**config.mk**
```make
export PLATFORM = sky130hd
export DESIGN_NAME = hill_cipher_3x3_mod26_unit
export DESIGN_NICKNAME = d
export VERILOG_FILES = /design/src/hc3_pkg.sv /design/src/hc3_ctrl.sv /design/src/hc3_datapath.sv /design/src/hill_cipher_3x3_mod26_unit.sv
export SDC_FILE = /design/constraint.sdc
export NUM_CORES = 2
export LEC_CHECK = 0
export ABC_AREA = 1
export BUFFER_PORTS_ARGS = -buffer_cell sky130_fd_sc_hd__buf_2
export CORE_UTILIZATION = 60
export CTS_BUF_LIST = sky130_fd_sc_hd__clkbuf_2
export CTS_CLUSTER_SIZE = 16
export DETAILED_ROUTE_END_ITERATION = 8
export GPL_ROUTABILITY_DRIVEN = 0
export PLACE_DENSITY = 0.77
export RECOVER_POWER = 25
export SYNTH_ARGS = -nofsm -noshare
export SYNTH_HDL_FRONTEND = slang
export SYNTH_SLANG_ARGS = --single-unit
```
**constraint.sdc**
```tcl
create_clock -name clk -period 32.2 [get_ports clk]
set_input_delay 3.22 -clock clk [delete_from_list [all_inputs] [get_ports clk]]
set_output_delay 3.22 -clock clk [all_outputs]
set_load 0.02 [all_outputs]
```
**src/hc3_pkg.sv**
```systemverilog
// Package with the payload types, control structs and modulo-26 helpers of the Hill cipher unit.
`timescale 1ns / 1ps

package hc3_pkg;

  localparam int unsigned KEY_W  = 45;
  localparam int unsigned DATA_W = 64;
  localparam int unsigned ADDR_W = 3;
  localparam logic [ADDR_W-1:0] KEY_ADDR = '0;
  localparam logic [4:0] MODULUS = 5'd26;

  typedef struct packed {
    logic       mode;
    logic [4:0] letter;
    logic       end_of_text;
  } in_data_t;

  typedef struct packed {
    logic [4:0] out_letter;
    logic       last;
    logic       status;
  } out_data_t;

  typedef struct packed {
    logic accept;
    logic adj_en;
    logic det_en;
    logic scale_en;
    logic out_load;
    logic last_row;
  } hc3_cmd_t;

  typedef struct packed {
    logic blk_close;
  } hc3_sts_t;

  function automatic logic [4:0] red26(input logic [4:0] x);
    return (x >= MODULUS) ? (x - MODULUS) : x;
  endfunction

  // Remainder of an 11-bit value by 26 through a reciprocal multiply and one correction.
  function automatic logic [4:0] mod26_11(input logic [10:0] x);
    logic [17:0] t;
    logic [6:0]  q;
    logic [10:0] r;
    t = 18'(x) * 18'd78;
    q = t[17:11];
    r = x - (11'(q) * 11'd26);
    if (r >= 11'd26) begin
      r = r - 11'd26;
    end
    return r[4:0];
  endfunction

  function automatic logic [4:0] prod26(input logic [4:0] a, input logic [4:0] b);
    logic [9:0] p;
    p = a * b;
    return mod26_11({1'b0, p});
  endfunction

  function automatic logic [4:0] sub26(input logic [4:0] a, input logic [4:0] b);
    return (a >= b) ? (a - b) : (a + MODULUS - b);
  endfunction

  function automatic logic [4:0] inv26(input logic [4:0] d);
    logic [4:0] r;
    case (d)
      5'd1:    r = 5'd1;
      5'd3:    r = 5'd9;
      5'd5:    r = 5'd21;
      5'd7:    r = 5'd15;
      5'd9:    r = 5'd3;
      5'd11:   r = 5'd19;
      5'd15:   r = 5'd7;
      5'd17:   r = 5'd23;
      5'd19:   r = 5'd11;
      5'd21:   r = 5'd5;
      5'd23:   r = 5'd17;
      5'd25:   r = 5'd25;
      default: r = 5'd0;
    endcase
    return r;
  endfunction

endpackage

```
**src/hc3_ctrl.sv**
```systemverilog
// Controller state machine that sequences letter transfers, key inversion and result output.
`timescale 1ns / 1ps

module hc3_ctrl (
  input  logic              clk,
  input  logic              rst_n,
  input  logic              in_valid,
  output logic              in_ready,
  output logic              out_valid,
  input  logic              out_ready,
  input  hc3_pkg::hc3_sts_t sts,
  output hc3_pkg::hc3_cmd_t cmd
);
  import hc3_pkg::*;

  typedef enum logic [2:0] {
    S_IDLE,
    S_ADJ,
    S_DET,
    S_SCALE,
    S_OUT
  } state_t;

  state_t     state_r;
  logic       out_valid_r;
  logic [1:0] row_r;
  logic       out_free;

  always_comb begin
    in_ready     = (state_r == S_IDLE);
    out_free     = !out_valid_r || out_ready;
    cmd.accept   = in_valid && in_ready;
    cmd.adj_en   = (state_r == S_ADJ);
    cmd.det_en   = (state_r == S_DET);
    cmd.scale_en = (state_r == S_SCALE);
    cmd.out_load = (state_r == S_OUT) && out_free;
    cmd.last_row = (row_r == 2'd2);
  end

  assign out_valid = out_valid_r;

  always_ff @(posedge clk) begin
    if (!rst_n) begin
      state_r     <= S_IDLE;
      out_valid_r <= 1'b0;
      row_r       <= 2'd0;
    end else begin
      if (cmd.out_load) begin
        out_valid_r <= 1'b1;
      end else if (out_ready) begin
        out_valid_r <= 1'b0;
      end
      case (state_r)
        S_IDLE: begin
          if (cmd.accept && sts.blk_close) begin
            state_r <= S_ADJ;
          end
        end
        S_ADJ: begin
          state_r <= S_DET;
        end
        S_DET: begin
          state_r <= S_SCALE;
        end
        S_SCALE: begin
          state_r <= S_OUT;
          row_r   <= 2'd0;
        end
        S_OUT: begin
          if (cmd.out_load) begin
            row_r <= row_r + 2'd1;
            if (cmd.last_row) begin
              state_r <= S_IDLE;
            end
          end
        end
        default: begin
          state_r <= S_IDLE;
        end
      endcase
    end
  end

  a_close_starts: assert property (@(posedge clk) disable iff (!rst_n)
    cmd.accept && sts.blk_close |=> state_r == S_ADJ)
    else $error("block close did not start key processing");

  a_seq: assert property (@(posedge clk) disable iff (!rst_n)
    state_r == S_ADJ |=> state_r == S_DET ##1 state_r == S_SCALE ##1 state_r == S_OUT)
    else $error("key processing sequence broken");

  a_third_done: assert property (@(posedge clk) disable iff (!rst_n)
    cmd.out_load && cmd.last_row |=> state_r == S_IDLE && out_valid_r)
    else $error("third result did not return the controller to idle");

endmodule

```
**src/hc3_datapath.sv**
```systemverilog
// Datapath with the key register, letter buffer, inverse-key arithmetic and result register.
`timescale 1ns / 1ps

module hc3_datapath (
  input  logic                        clk,
  input  logic                        rst_n,
  input  hc3_pkg::in_data_t           in_data,
  output hc3_pkg::out_data_t          out_data,
  input  hc3_pkg::hc3_cmd_t           cmd,
  output hc3_pkg::hc3_sts_t           sts,
  input  logic                        psel,
  input  logic                        penable,
  input  logic                        pwrite,
  input  logic [hc3_pkg::ADDR_W-1:0]  paddr,
  input  logic [hc3_pkg::DATA_W-1:0]  pwdata,
  output logic [hc3_pkg::DATA_W-1:0]  prdata
);
  import hc3_pkg::*;

  logic [KEY_W-1:0] key_r;
  logic [4:0]       held_r [2];
  logic [1:0]       fill_cnt_r;
  logic [4:0]       p_r [3];
  logic             mode_r;
  logic             eot_r;
  logic [4:0]       madj_r [9];
  logic [4:0]       m_r [9];
  logic [4:0]       dinv_r;
  logic             status_r;
  out_data_t        out_data_r;

  logic [4:0]  kr [9];
  logic [4:0]  madj [9];
  logic [4:0]  let_red;
  logic [1:0]  cnt;
  logic [10:0] det_sum;
  logic [4:0]  dinv;
  logic [10:0] acc;

  always_comb begin
    for (int i = 0; i < 9; i++) begin
      kr[i] = red26(key_r[5*i +: 5]);
    end
    madj[0] = sub26(prod26(kr[4], kr[8]), prod26(kr[7], kr[5]));
    madj[3] = sub26(prod26(kr[5], kr[6]), prod26(kr[3], kr[8]));
    madj[6] = sub26(prod26(kr[3], kr[7]), prod26(kr[6], kr[4]));
    madj[1] = sub26(prod26(kr[2], kr[7]), prod26(kr[1], kr[8]));
    madj[4] = sub26(prod26(kr[0], kr[8]), prod26(kr[2], kr[6]));
    madj[7] = sub26(prod26(kr[6], kr[1]), prod26(kr[0], kr[7]));
    madj[2] = sub26(prod26(kr[1], kr[5]), prod26(kr[2], kr[4]));
    madj[5] = sub26(prod26(kr[3], kr[2]), prod26(kr[0], kr[5]));
    madj[8] = sub26(prod26(kr[0], kr[4]), prod26(kr[3], kr[1]));
    det_sum = 11'(kr[0] * madj_r[0]) + 11'(kr[1] * madj_r[3]) + 11'(kr[2] * madj_r[6]);
    dinv    = inv26(mod26_11(det_sum));
    acc     = 11'(m_r[0] * p_r[0]) + 11'(m_r[1] * p_r[1]) + 11'(m_r[2] * p_r[2]);
    let_red = red26(in_data.letter);
    cnt     = (fill_cnt_r == 2'd3) ? 2'd2 : fill_cnt_r;
    sts.blk_close = (cnt == 2'd2) || in_data.end_of_text;
  end

  always_comb begin
    prdata = '0;
    if (paddr == KEY_ADDR) begin
      prdata = DATA_W'(key_r);
    end
  end

  assign out_data = out_data_r;

  always_ff @(posedge clk) begin
    if (!rst_n) begin
      key_r      <= '0;
      held_r[0]  <= '0;
      held_r[1]  <= '0;
      fill_cnt_r <= 2'd0;
    end else begin
      if (psel && penable && pwrite && paddr == KEY_ADDR) begin
        key_r <= pwdata[KEY_W-1:0];
      end
      if (cmd.accept) begin
        if (sts.blk_close) begin
          held_r[0]  <= '0;
          held_r[1]  <= '0;
          fill_cnt_r <= 2'd0;
        end else begin
          held_r[cnt[0]] <= let_red;
          fill_cnt_r     <= cnt + 2'd1;
        end
      end
    end
  end

  always_ff @(posedge clk) begin
    if (cmd.accept && sts.blk_close) begin
      p_r[0] <= (cnt == 2'd0) ? let_red : held_r[0];
      p_r[1] <= (cnt == 2'd1) ? let_red : held_r[1];
      p_r[2] <= (cnt == 2'd2) ? let_red : 5'd0;
      mode_r <= in_data.mode;
      eot_r  <= in_data.end_of_text;
    end
    if (cmd.adj_en) begin
      madj_r <= madj;
    end
    if (cmd.det_en) begin
      dinv_r   <= dinv;
      status_r <= mode_r && (dinv == 5'd0);
    end
    if (cmd.scale_en) begin
      for (int i = 0; i < 9; i++) begin
        m_r[i] <= mode_r ? prod26(madj_r[i], dinv_r) : kr[i];
      end
    end else if (cmd.out_load) begin
      for (int i = 0; i < 6; i++) begin
        m_r[i] <= m_r[i+3];
      end
    end
    if (cmd.out_load) begin
      out_data_r.out_letter <= status_r ? 5'd0 : mod26_11(acc);
      out_data_r.last       <= eot_r && cmd.last_row;
      out_data_r.status     <= status_r;
    end
  end

  a_fill_range: assert property (@(posedge clk) disable iff (!rst_n)
    fill_cnt_r != 2'd3)
    else $error("letter buffer count out of range");

  a_close_empties: assert property (@(posedge clk) disable iff (!rst_n)
    cmd.accept && sts.blk_close |=> fill_cnt_r == 2'd0 && held_r[1] == 5'd0)
    else $error("letter buffer not emptied at block close");

  a_status_zero: assert property (@(posedge clk) disable iff (!rst_n)
    $past(cmd.out_load) && out_data_r.status |-> out_data_r.out_letter == 5'd0)
    else $error("result letter not zero under bad key status");

endmodule

```
**src/hill_cipher_3x3_mod26_unit.sv**
```systemverilog
// Top level of the 3x3 Hill cipher unit working modulo 26.
`timescale 1ns / 1ps

// Letters enter on the in_ channel (valid/ready), one per transfer, as mode,
// letter and end_of_text. Letters are held until a block of three is complete
// or end_of_text closes it early with zero padding. Each closed block yields
// three results on the out_ channel: out_letter, last and status.
// A letter that does not close a block is stored in the letter buffer. A closing
// transfer starts the key pass through the adjugate, determinant and inverse, and
// scaling states, and the first result is then loaded into the output register.
// The three results follow on consecutive cycles while out_ready is high; the
// input accepts the next letter once the third result has been loaded into
// the output register. A stalled receiver holds the output register and the row
// sequencer; the input stays closed until the block's results are loaded.
// The key must be written through the APB port at address 0 while the block is
// idle; the block itself does not enforce this.
// Reset clears the key, the letter buffer and all control state.
module hill_cipher_3x3_mod26_unit (
  input  logic                        clk,
  input  logic                        rst_n,
  input  logic                        in_valid,
  output logic                        in_ready,
  input  hc3_pkg::in_data_t           in_data,
  output logic                        out_valid,
  input  logic                        out_ready,
  output hc3_pkg::out_data_t          out_data,
  input  logic                        psel,
  input  logic                        penable,
  input  logic                        pwrite,
  input  logic [hc3_pkg::ADDR_W-1:0]  paddr,
  input  logic [hc3_pkg::DATA_W-1:0]  pwdata,
  output logic [hc3_pkg::DATA_W-1:0]  prdata,
  output logic                        pready
);
  import hc3_pkg::*;

  hc3_cmd_t cmd;
  hc3_sts_t sts;

  assign pready = 1'b1;

  hc3_ctrl u_ctrl (
    .clk       (clk),
    .rst_n     (rst_n),
    .in_valid  (in_valid),
    .in_ready  (in_ready),
    .out_valid (out_valid),
    .out_ready (out_ready),
    .sts       (sts),
    .cmd       (cmd)
  );

  hc3_datapath u_datapath (
    .clk      (clk),
    .rst_n    (rst_n),
    .in_data  (in_data),
    .out_data (out_data),
    .cmd      (cmd),
    .sts      (sts),
    .psel     (psel),
    .penable  (penable),
    .pwrite   (pwrite),
    .paddr    (paddr),
    .pwdata   (pwdata),
    .prdata   (prdata)
  );

endmodule
```
# After elaboration in Yosys (flattened, before gate mapping)
# Memories as Yosys holds them, arrays and structs flattened.
# Cells that the tools add are included.
# Widths: inputs -> output; s select.
word_totals:
  register_bits: 113
  mem_bits_rw: 70
  romBits: 160
  out_inout_bits: 74
  word_cells: 411
  mem_count: 4
mem_list:
  columns: ["memory", "words", "width", "read_ports", "rd_clocked_by_memory_dff", "write_ports", "line_no", "rtl"]
  rows:
  - ["(name not given)", 32, 5, 1, 0, 0, "hc3_pkg.sv:67", "case (d)"]
  - ["u_datapath.m_r", 9, 5, 9, 0, 9, "hc3_datapath.sv:27", "logic [4:0] m_r [9];"]
  - ["u_datapath.p_r", 3, 5, 3, 0, 3, "hc3_datapath.sv:23", "logic [4:0] p_r [3];"]
  - ["u_datapath.held_r", 2, 5, 2, 0, 2, "hc3_datapath.sv:21", "logic [4:0] held_r [2];"]
classes:
  addsub: 101
  multipliers: 91
  magnitude_cmp: 48
  n_eq_ne: 11
  muxes: 107
  bitwise: 8
  reduce_logical: 20
ops:
  columns: ["op", "n"]
  rows:
  - ["$mul 10x6->16 const B", 27]
  - ["$mux 5", 78]
  - ["$mul 5x5->10", 33]
  - ["$ge 11x5->1 const B", 29]
  - ["$sub 10x11->11", 27]
  - ["$mul 6x4->10 const B", 27]
  - ["$sub 5x5->5 const B", 39]
  - ["$sub 5x5->5", 18]
  - ["$ge 5x5->1 const B", 10]
  - ["$add 5x5->5 const B", 9]
  - ["$ge 5x5->1", 9]
  - ["$mux 45", 1]
  - ["$mul 11x6->17 const B", 2]
  - ["$add 10x10->11", 2]
  - ["$add 11x10->11", 2]
  - ["$sub 11x11->11", 2]
  - ["$mul 7x4->10 const B", 2]
  - ["$mux 1", 20]
  - ["$pmux 3 s5", 1]
  - ["$mux 3", 3]
  - ["$logic_and 1x1->1", 8]
  - ["$or 1x1->1", 8]
  - ["$eq 2x2->1 const B", 3]
  - ["$eq 3x2->1 const B", 2]
  - ["17 further kinds", 24]

# Longest topological paths before layout
# An unclocked memory read counts as a cell.
depth:
  depth_word: 13
  mapped_depth: 75
  depth_no_buf: 73

# Cells and area by module
# Synthesis repeated with hierarchy kept, for this count alone.
hier_totals:
  cells_unflattened: 11403
  hier_area_um2: 87192.4
by_module_without_submodules:
  columns: ["module", "instances", "cells_each", "area_each_um2", "seq_area_each_um2"]
  rows:
  - ["hc3_datapath", 1, 11353, 86855.8, 4844.6]
  - ["hc3_ctrl", 1, 48, 325.3, 120.1]
  - ["hill_cipher_3x3_mod26_unit", 1, 2, 11.3, 0.0]

# Worst setup path after synthesis
# OpenSTA, ideal clock, no wires.
synth_path:
  path_type: "reg2reg"
  start: "reg u_datapath.key_r[11]"
  end: "reg u_datapath.status_r, data pin"
  arrival_ns: 11.636
  required_time_ns: 31.936
  slack_ns: 20.301
  stages_incl_launch_ff: 62
  path_buffers: 1
  path_cell_list: "dfxtp_1 -> inv_1 -> ha_1 -> or2_2 -> o41ai_2 -> nand2_1 -> o21ai_0 -> clkbuf_1 -> nand2_1 -> fa_1 -> inv_1 -> fa_1 -> inv_1 -> fa_1 -> inv_1 -> fa_1 -> fa_1 -> inv_1 -> [... 26 more ...] -> fa_1 -> xor2_1 -> ha_1 -> nand2_1 -> o211ai_1 -> nand2_1 -> nand3_1 -> nand2_1 -> nand2_1 -> nand3_1 -> nor2_4 -> nand2_4 -> nand2_1 -> nand3_1 -> nor2_1 -> nand3_1 -> nand3_2 -> nor2_2"
synth_via:
  elab_chain_len: 12
  word_cells_on_any_way: 14
synth_rtl:
  columns: ["item", "line_no", "rtl"]
  rows:
  - ["start: declaration", "hc3_datapath.sv:20", "logic [KEY_W-1:0] key_r;"]
  - ["start signal: assignment", "hc3_datapath.sv:78", "key_r <= pwdata[KEY_W-1:0];"]
  - ["$sub 5x5->5 / $ge 5x5->1 (equally long branches)", "hc3_pkg.sv:38", "return (x >= MODULUS) ? (x - MODULUS) : x;"]
  - ["$mux 5 (*)", "hc3_pkg.sv:38", null]
  - ["$mul 5x5->10 (*)", "hc3_datapath.sv:53", "det_sum = 11'(kr[0] * madj_r[0]) + 11'(kr[1] * madj_r[3]) + 11'(kr[2] * madj_r[6]);"]
  - ["$add 11x10->11 (*)", "hc3_datapath.sv:53", null]
  - ["$mul 11x6->17", "hc3_pkg.sv:46", "t = 18'(x) * 18'd78;"]
  - ["$mul 7x4->10", "hc3_pkg.sv:48", "r = x - (11'(q) * 11'd26);"]
  - ["$sub 11x11->11 (*)", "hc3_pkg.sv:48", null]
  - ["$ge 11x5->1 / $sub 5x5->5 (equally long branches)", "hc3_pkg.sv:49, hc3_pkg.sv:50", null]
  - ["$mux 5 (*)", "hc3_pkg.sv:49", "if (r >= 11'd26) begin"]
  - ["$mem_v2 32x5 (*)", null, null]
  - ["named net u_datapath.dinv[0]", "hc3_datapath.sv:37", "logic [4:0] dinv;"]
  - ["$logic_not 5->1 (*)", "hc3_datapath.sv:106", "status_r <= mode_r && (dinv == 5'd0);"]
  - ["$logic_and 1x1->1 (*)", "hc3_datapath.sv:106", null]
  - ["end signal: assignment", "hc3_datapath.sv:106", null]
  - ["end: declaration", "hc3_datapath.sv:29", "logic status_r;"]
# The timed path passes the listed nets; every way through them passes the cells marked *.
# A chain may end at the register's enable or synchronous reset.

==> key figures <==
Routing
  • Routed Wire Length: about 210 mm
  • Routed vias/inst: between 5 and 6
  • DR WL/cell: around 16 um
  • 1st-iter DRT viols: around 4300
  • Drt drc: 0
  • Vias: between 70000 and 80000
  • TritonRoute pass-1 iters: 8
  • ANT nets after route: 0

Yosys
  • Number of synthesis warnings: 0
  • Adder and majority gate portion of the synthesized area: 0.5143
  • EDFF count, synth: between 100 and 150
  • Distinct cells, synth: between 60 and 70
  • Synthesized area per cell: around 7.7 sq um
  • Simple logic cell fraction of the synthesized area: 0.1328
  • Post-Syn Area: ~0.086 sq mm
  • Synthesized instance count: 11180
  • Seq cells post-synth: roughly 180
  • Post-synthesis mux area share: 0.0001160
  • Async S/R FF share, synth: 0
  • Compound-Gate Fraction of Synth Area: 0.08412
  • Largest family of logic cells by synthesized area: adder cells
  • Sequential area share after synthesis: 0.05751
  • Xor and xnor fraction of the mapped netlist area: 0.07108
  • Top FF cell, synth: edfxtp_1

Global routing
  • Largest net degree at the start of global routing: 58
  • GRT Max-Usage Layer: met2
  • Global routing usage on met3: 0.04146
  • First-pass GRT wire length: between 300 and 400 mm
  • Vias in the first global route: between 70000 and 80000
  • Met2 usage in global routing: 0.5102
  • Total GRT Usage: 0.2935
  • GR Util met1: 0.3637
  • Global route overflow: 0
  • Initial antenna violation count: 7

Final layout
  • Fillers: 12280
  • Fraction of final layout cells sized beyond drive strength 1: 0.02540
  • Synth-to-Final Area Change: 3.695%
  • Nets: approximately 14000

Timing
  • Slew Viols, Final: 237
  • Unrepaired setup endpoints after global routing: false
  • Final Cycle Share: 0.4579
  • Clock Skew: between 0.1 and 0.15 ns
  • Setup TNS: 0 ns
  • Highest Clock Rate: roughly 68 MHz
  • Slew margin rel.: -1.409
  • Slew @ Worst Pin: about 3.6 ns
  • Hold Fails Final Rpt: 0
  • Endpoints failing setup: 0
  • Final critical-path required period: between 10 and 15 ns

Floorplanning
  • Total core area: 0.1421 sq mm
  • Die area: about 0.15 sq mm
  • Die Wd: between 300 and 400 um
  • Row count: 138
  • Ports: between 150 and 200
  • Starting Density: 0.6075
  • Die height: 381.3 um

Clock network
  • Hold_buf cts: 0
  • Number of buffers created by CTS: 17
  • Clk slew on worst S/H paths: around 0.42 ns
  • Clk buf depth: 2
  • Clk_lat worst skew: ~1.4 ns
  • H-tree depth: 4
  • CTS sink cnt: approximately 180
  • CTS tree: yes
  • Post-cts sizing count: 0
  • Post-CTS Setup Repair Bufs: 0
  • Clock root cell: clkbuf_2

Worst setup path
  • Slowest-stage cell, CP: clkbuf_1
  • Critical path class: register to register
  • Crit path DAT: roughly 16 ns
  • Startpoint Class: register
  • CP startpoint: u_datapath.key_r[5]
  • Worst R2R Start: u_datapath.key_r[5]
  • Slowest stage delay, CP: around 1.5 ns
  • Crit path max fanout: 18
  • Data required, critical path: 33.32 ns
  • Crit end category: register

Placement
  • Detailed Place HPWL: between 150 and 200 mm
  • PortBufs: around 120

Min path
  • Worst Hold Class: register to register
  • Hold Crit Start: u_datapath.eot_r

Outcome
  • Outcome: complete, but fails checks
  • Failing checks: capacitance limit, slew limit

Job
  • Max-capacitance violation count: 8
==> area by class of cell <==
class                      count  area, sq um  share of cell area
antenna                        5        12.51           0.0001398
inverter                    3039        11410              0.1274
clock buffer                  17        85.08           0.0009505
timing repair buffer         187         1080             0.01206
tap                         1890         2365             0.02642
sequential                   183         4965             0.05546
clock inverter                15        212.7            0.002376
multi-input combinational   7818        69390              0.7752
==> cells in the final DEF, fill, tap and decap left out, types with 53 or more instances in the layout <==
| cell type | instances |
|---|---|
| a21o_1 | 61 |
| edfxtp_1 | 130 |
| fa_1 | 907 |
| a21oi_1 | 662 |
| o21bai_1 | 81 |
| nand4_1 | 89 |
| inv_1 | 3028 |
| nand3_1 | 237 |
| ha_1 | 2097 |
| o21ai_0 | 334 |
| nor2_1 | 691 |
| xor2_1 | 377 |
| nand2_1 | 1627 |
| dfxtp_1 | 53 |
| xnor2_1 | 311 |
| buf_4 | 63 |
| buf_2 | 113 |
==> worst max-delay path: cells and delay by family, from the launching register on <==
kind                       cells  cell delay, ns
buffers and inverters         11            3.01
AOI/OAI and AO/OA             18            3.65
DFF                            1            0.39
and+or+nand+nor               14            1.45
adders and majority gates     13            5.07
xor gates and xnor gates       4            0.90
==> final timing paths <==
kind	to	slack, ns	cells past startpoint
hold reg to reg	u_datapath.out_data[1]	0.49	2
setup / recovery	u_datapath.madj_r[34]	17.46	60
hold / removal	u_datapath.out_data[1]	0.49	2
setup reg to reg	u_datapath.madj_r[34]	17.46	60
==> cell families after synthesis <==
kind of cell / count (synthesis)
and+or+nand+nor: 2804
AOI/OAI and AO/OA: 1294
buffers and inverters: 3199
muxes: 1
xor gates and xnor gates: 695
DFF: 183
other: 2
adders and majority gates: 3004
==> sequential cells by signal, summed over array words and instances, names as in the netlist <==
signal and flops:
u_datapath.status_r 1, u_datapath.dinv_r 5, u_datapath.held_r 10, u_datapath.key_r 45, u_datapath.fill_cnt_r 2, u_ctrl.row_r 2
u_ctrl.out_valid 1, u_datapath.m_r 45, u_datapath.madj_r 45, u_datapath.out_data 7, u_datapath.p_r 15, u_datapath.eot_r 1
u_ctrl.state_r 3, u_datapath.mode_r 1
==> per-layer routing <==
metal  vias up  part of all wire
met4         8             0.045
met3       495             0.073
met2      1971              0.47
li1      34770                 -
met5         -           0.00026
met1     33670              0.41
==> synth_stat cells (all sizes together) (61+ instances only) <==
cell / instances / area share
inv: 3033 / 0.13
ha: 2097 / 0.30
nand2: 1634 / 0.071
fa: 907 / 0.21
nor2: 695 / 0.030
a21oi: 665 / 0.039
xor2: 381 / 0.039
o21ai: 351 / 0.020
xnor2: 311 / 0.032
nand3: 242 / 0.014
clkbuf: 135 / 0.0059
edfxtp: 130 / 0.045
nand4: 91 / 0.0067
o21bai: 81 / 0.0070
a21o: 61 / 0.0053
==> metrics by stage <==
| stage | setup slack [ns] | area (sq um) | instances | utilization | hold slack, ns |
|---|---|---|---|---|---|
| after floorplan | 20.30 | 86390 | 11200 | - | 0.4576 |
| after global placement | 18.40 | 89240 | 13120 | 0.6280 | 0.4840 |
| after detailed placement | 18.10 | 89240 | 13120 | 0.6280 | 0.4891 |
| after CTS | 17.97 | 89540 | 13150 | 0.6301 | 0.4983 |
| after global routing | 16.45 | 89510 | 13150 | 0.6299 | 0.5183 |
| final | 17.46 | 89510 | 13150 | 0.6299 | 0.4856 |
Power is left out: the tool's default activity adds up to more than one toggle a clock period on the data nets, which glitch-free logic cannot reach.
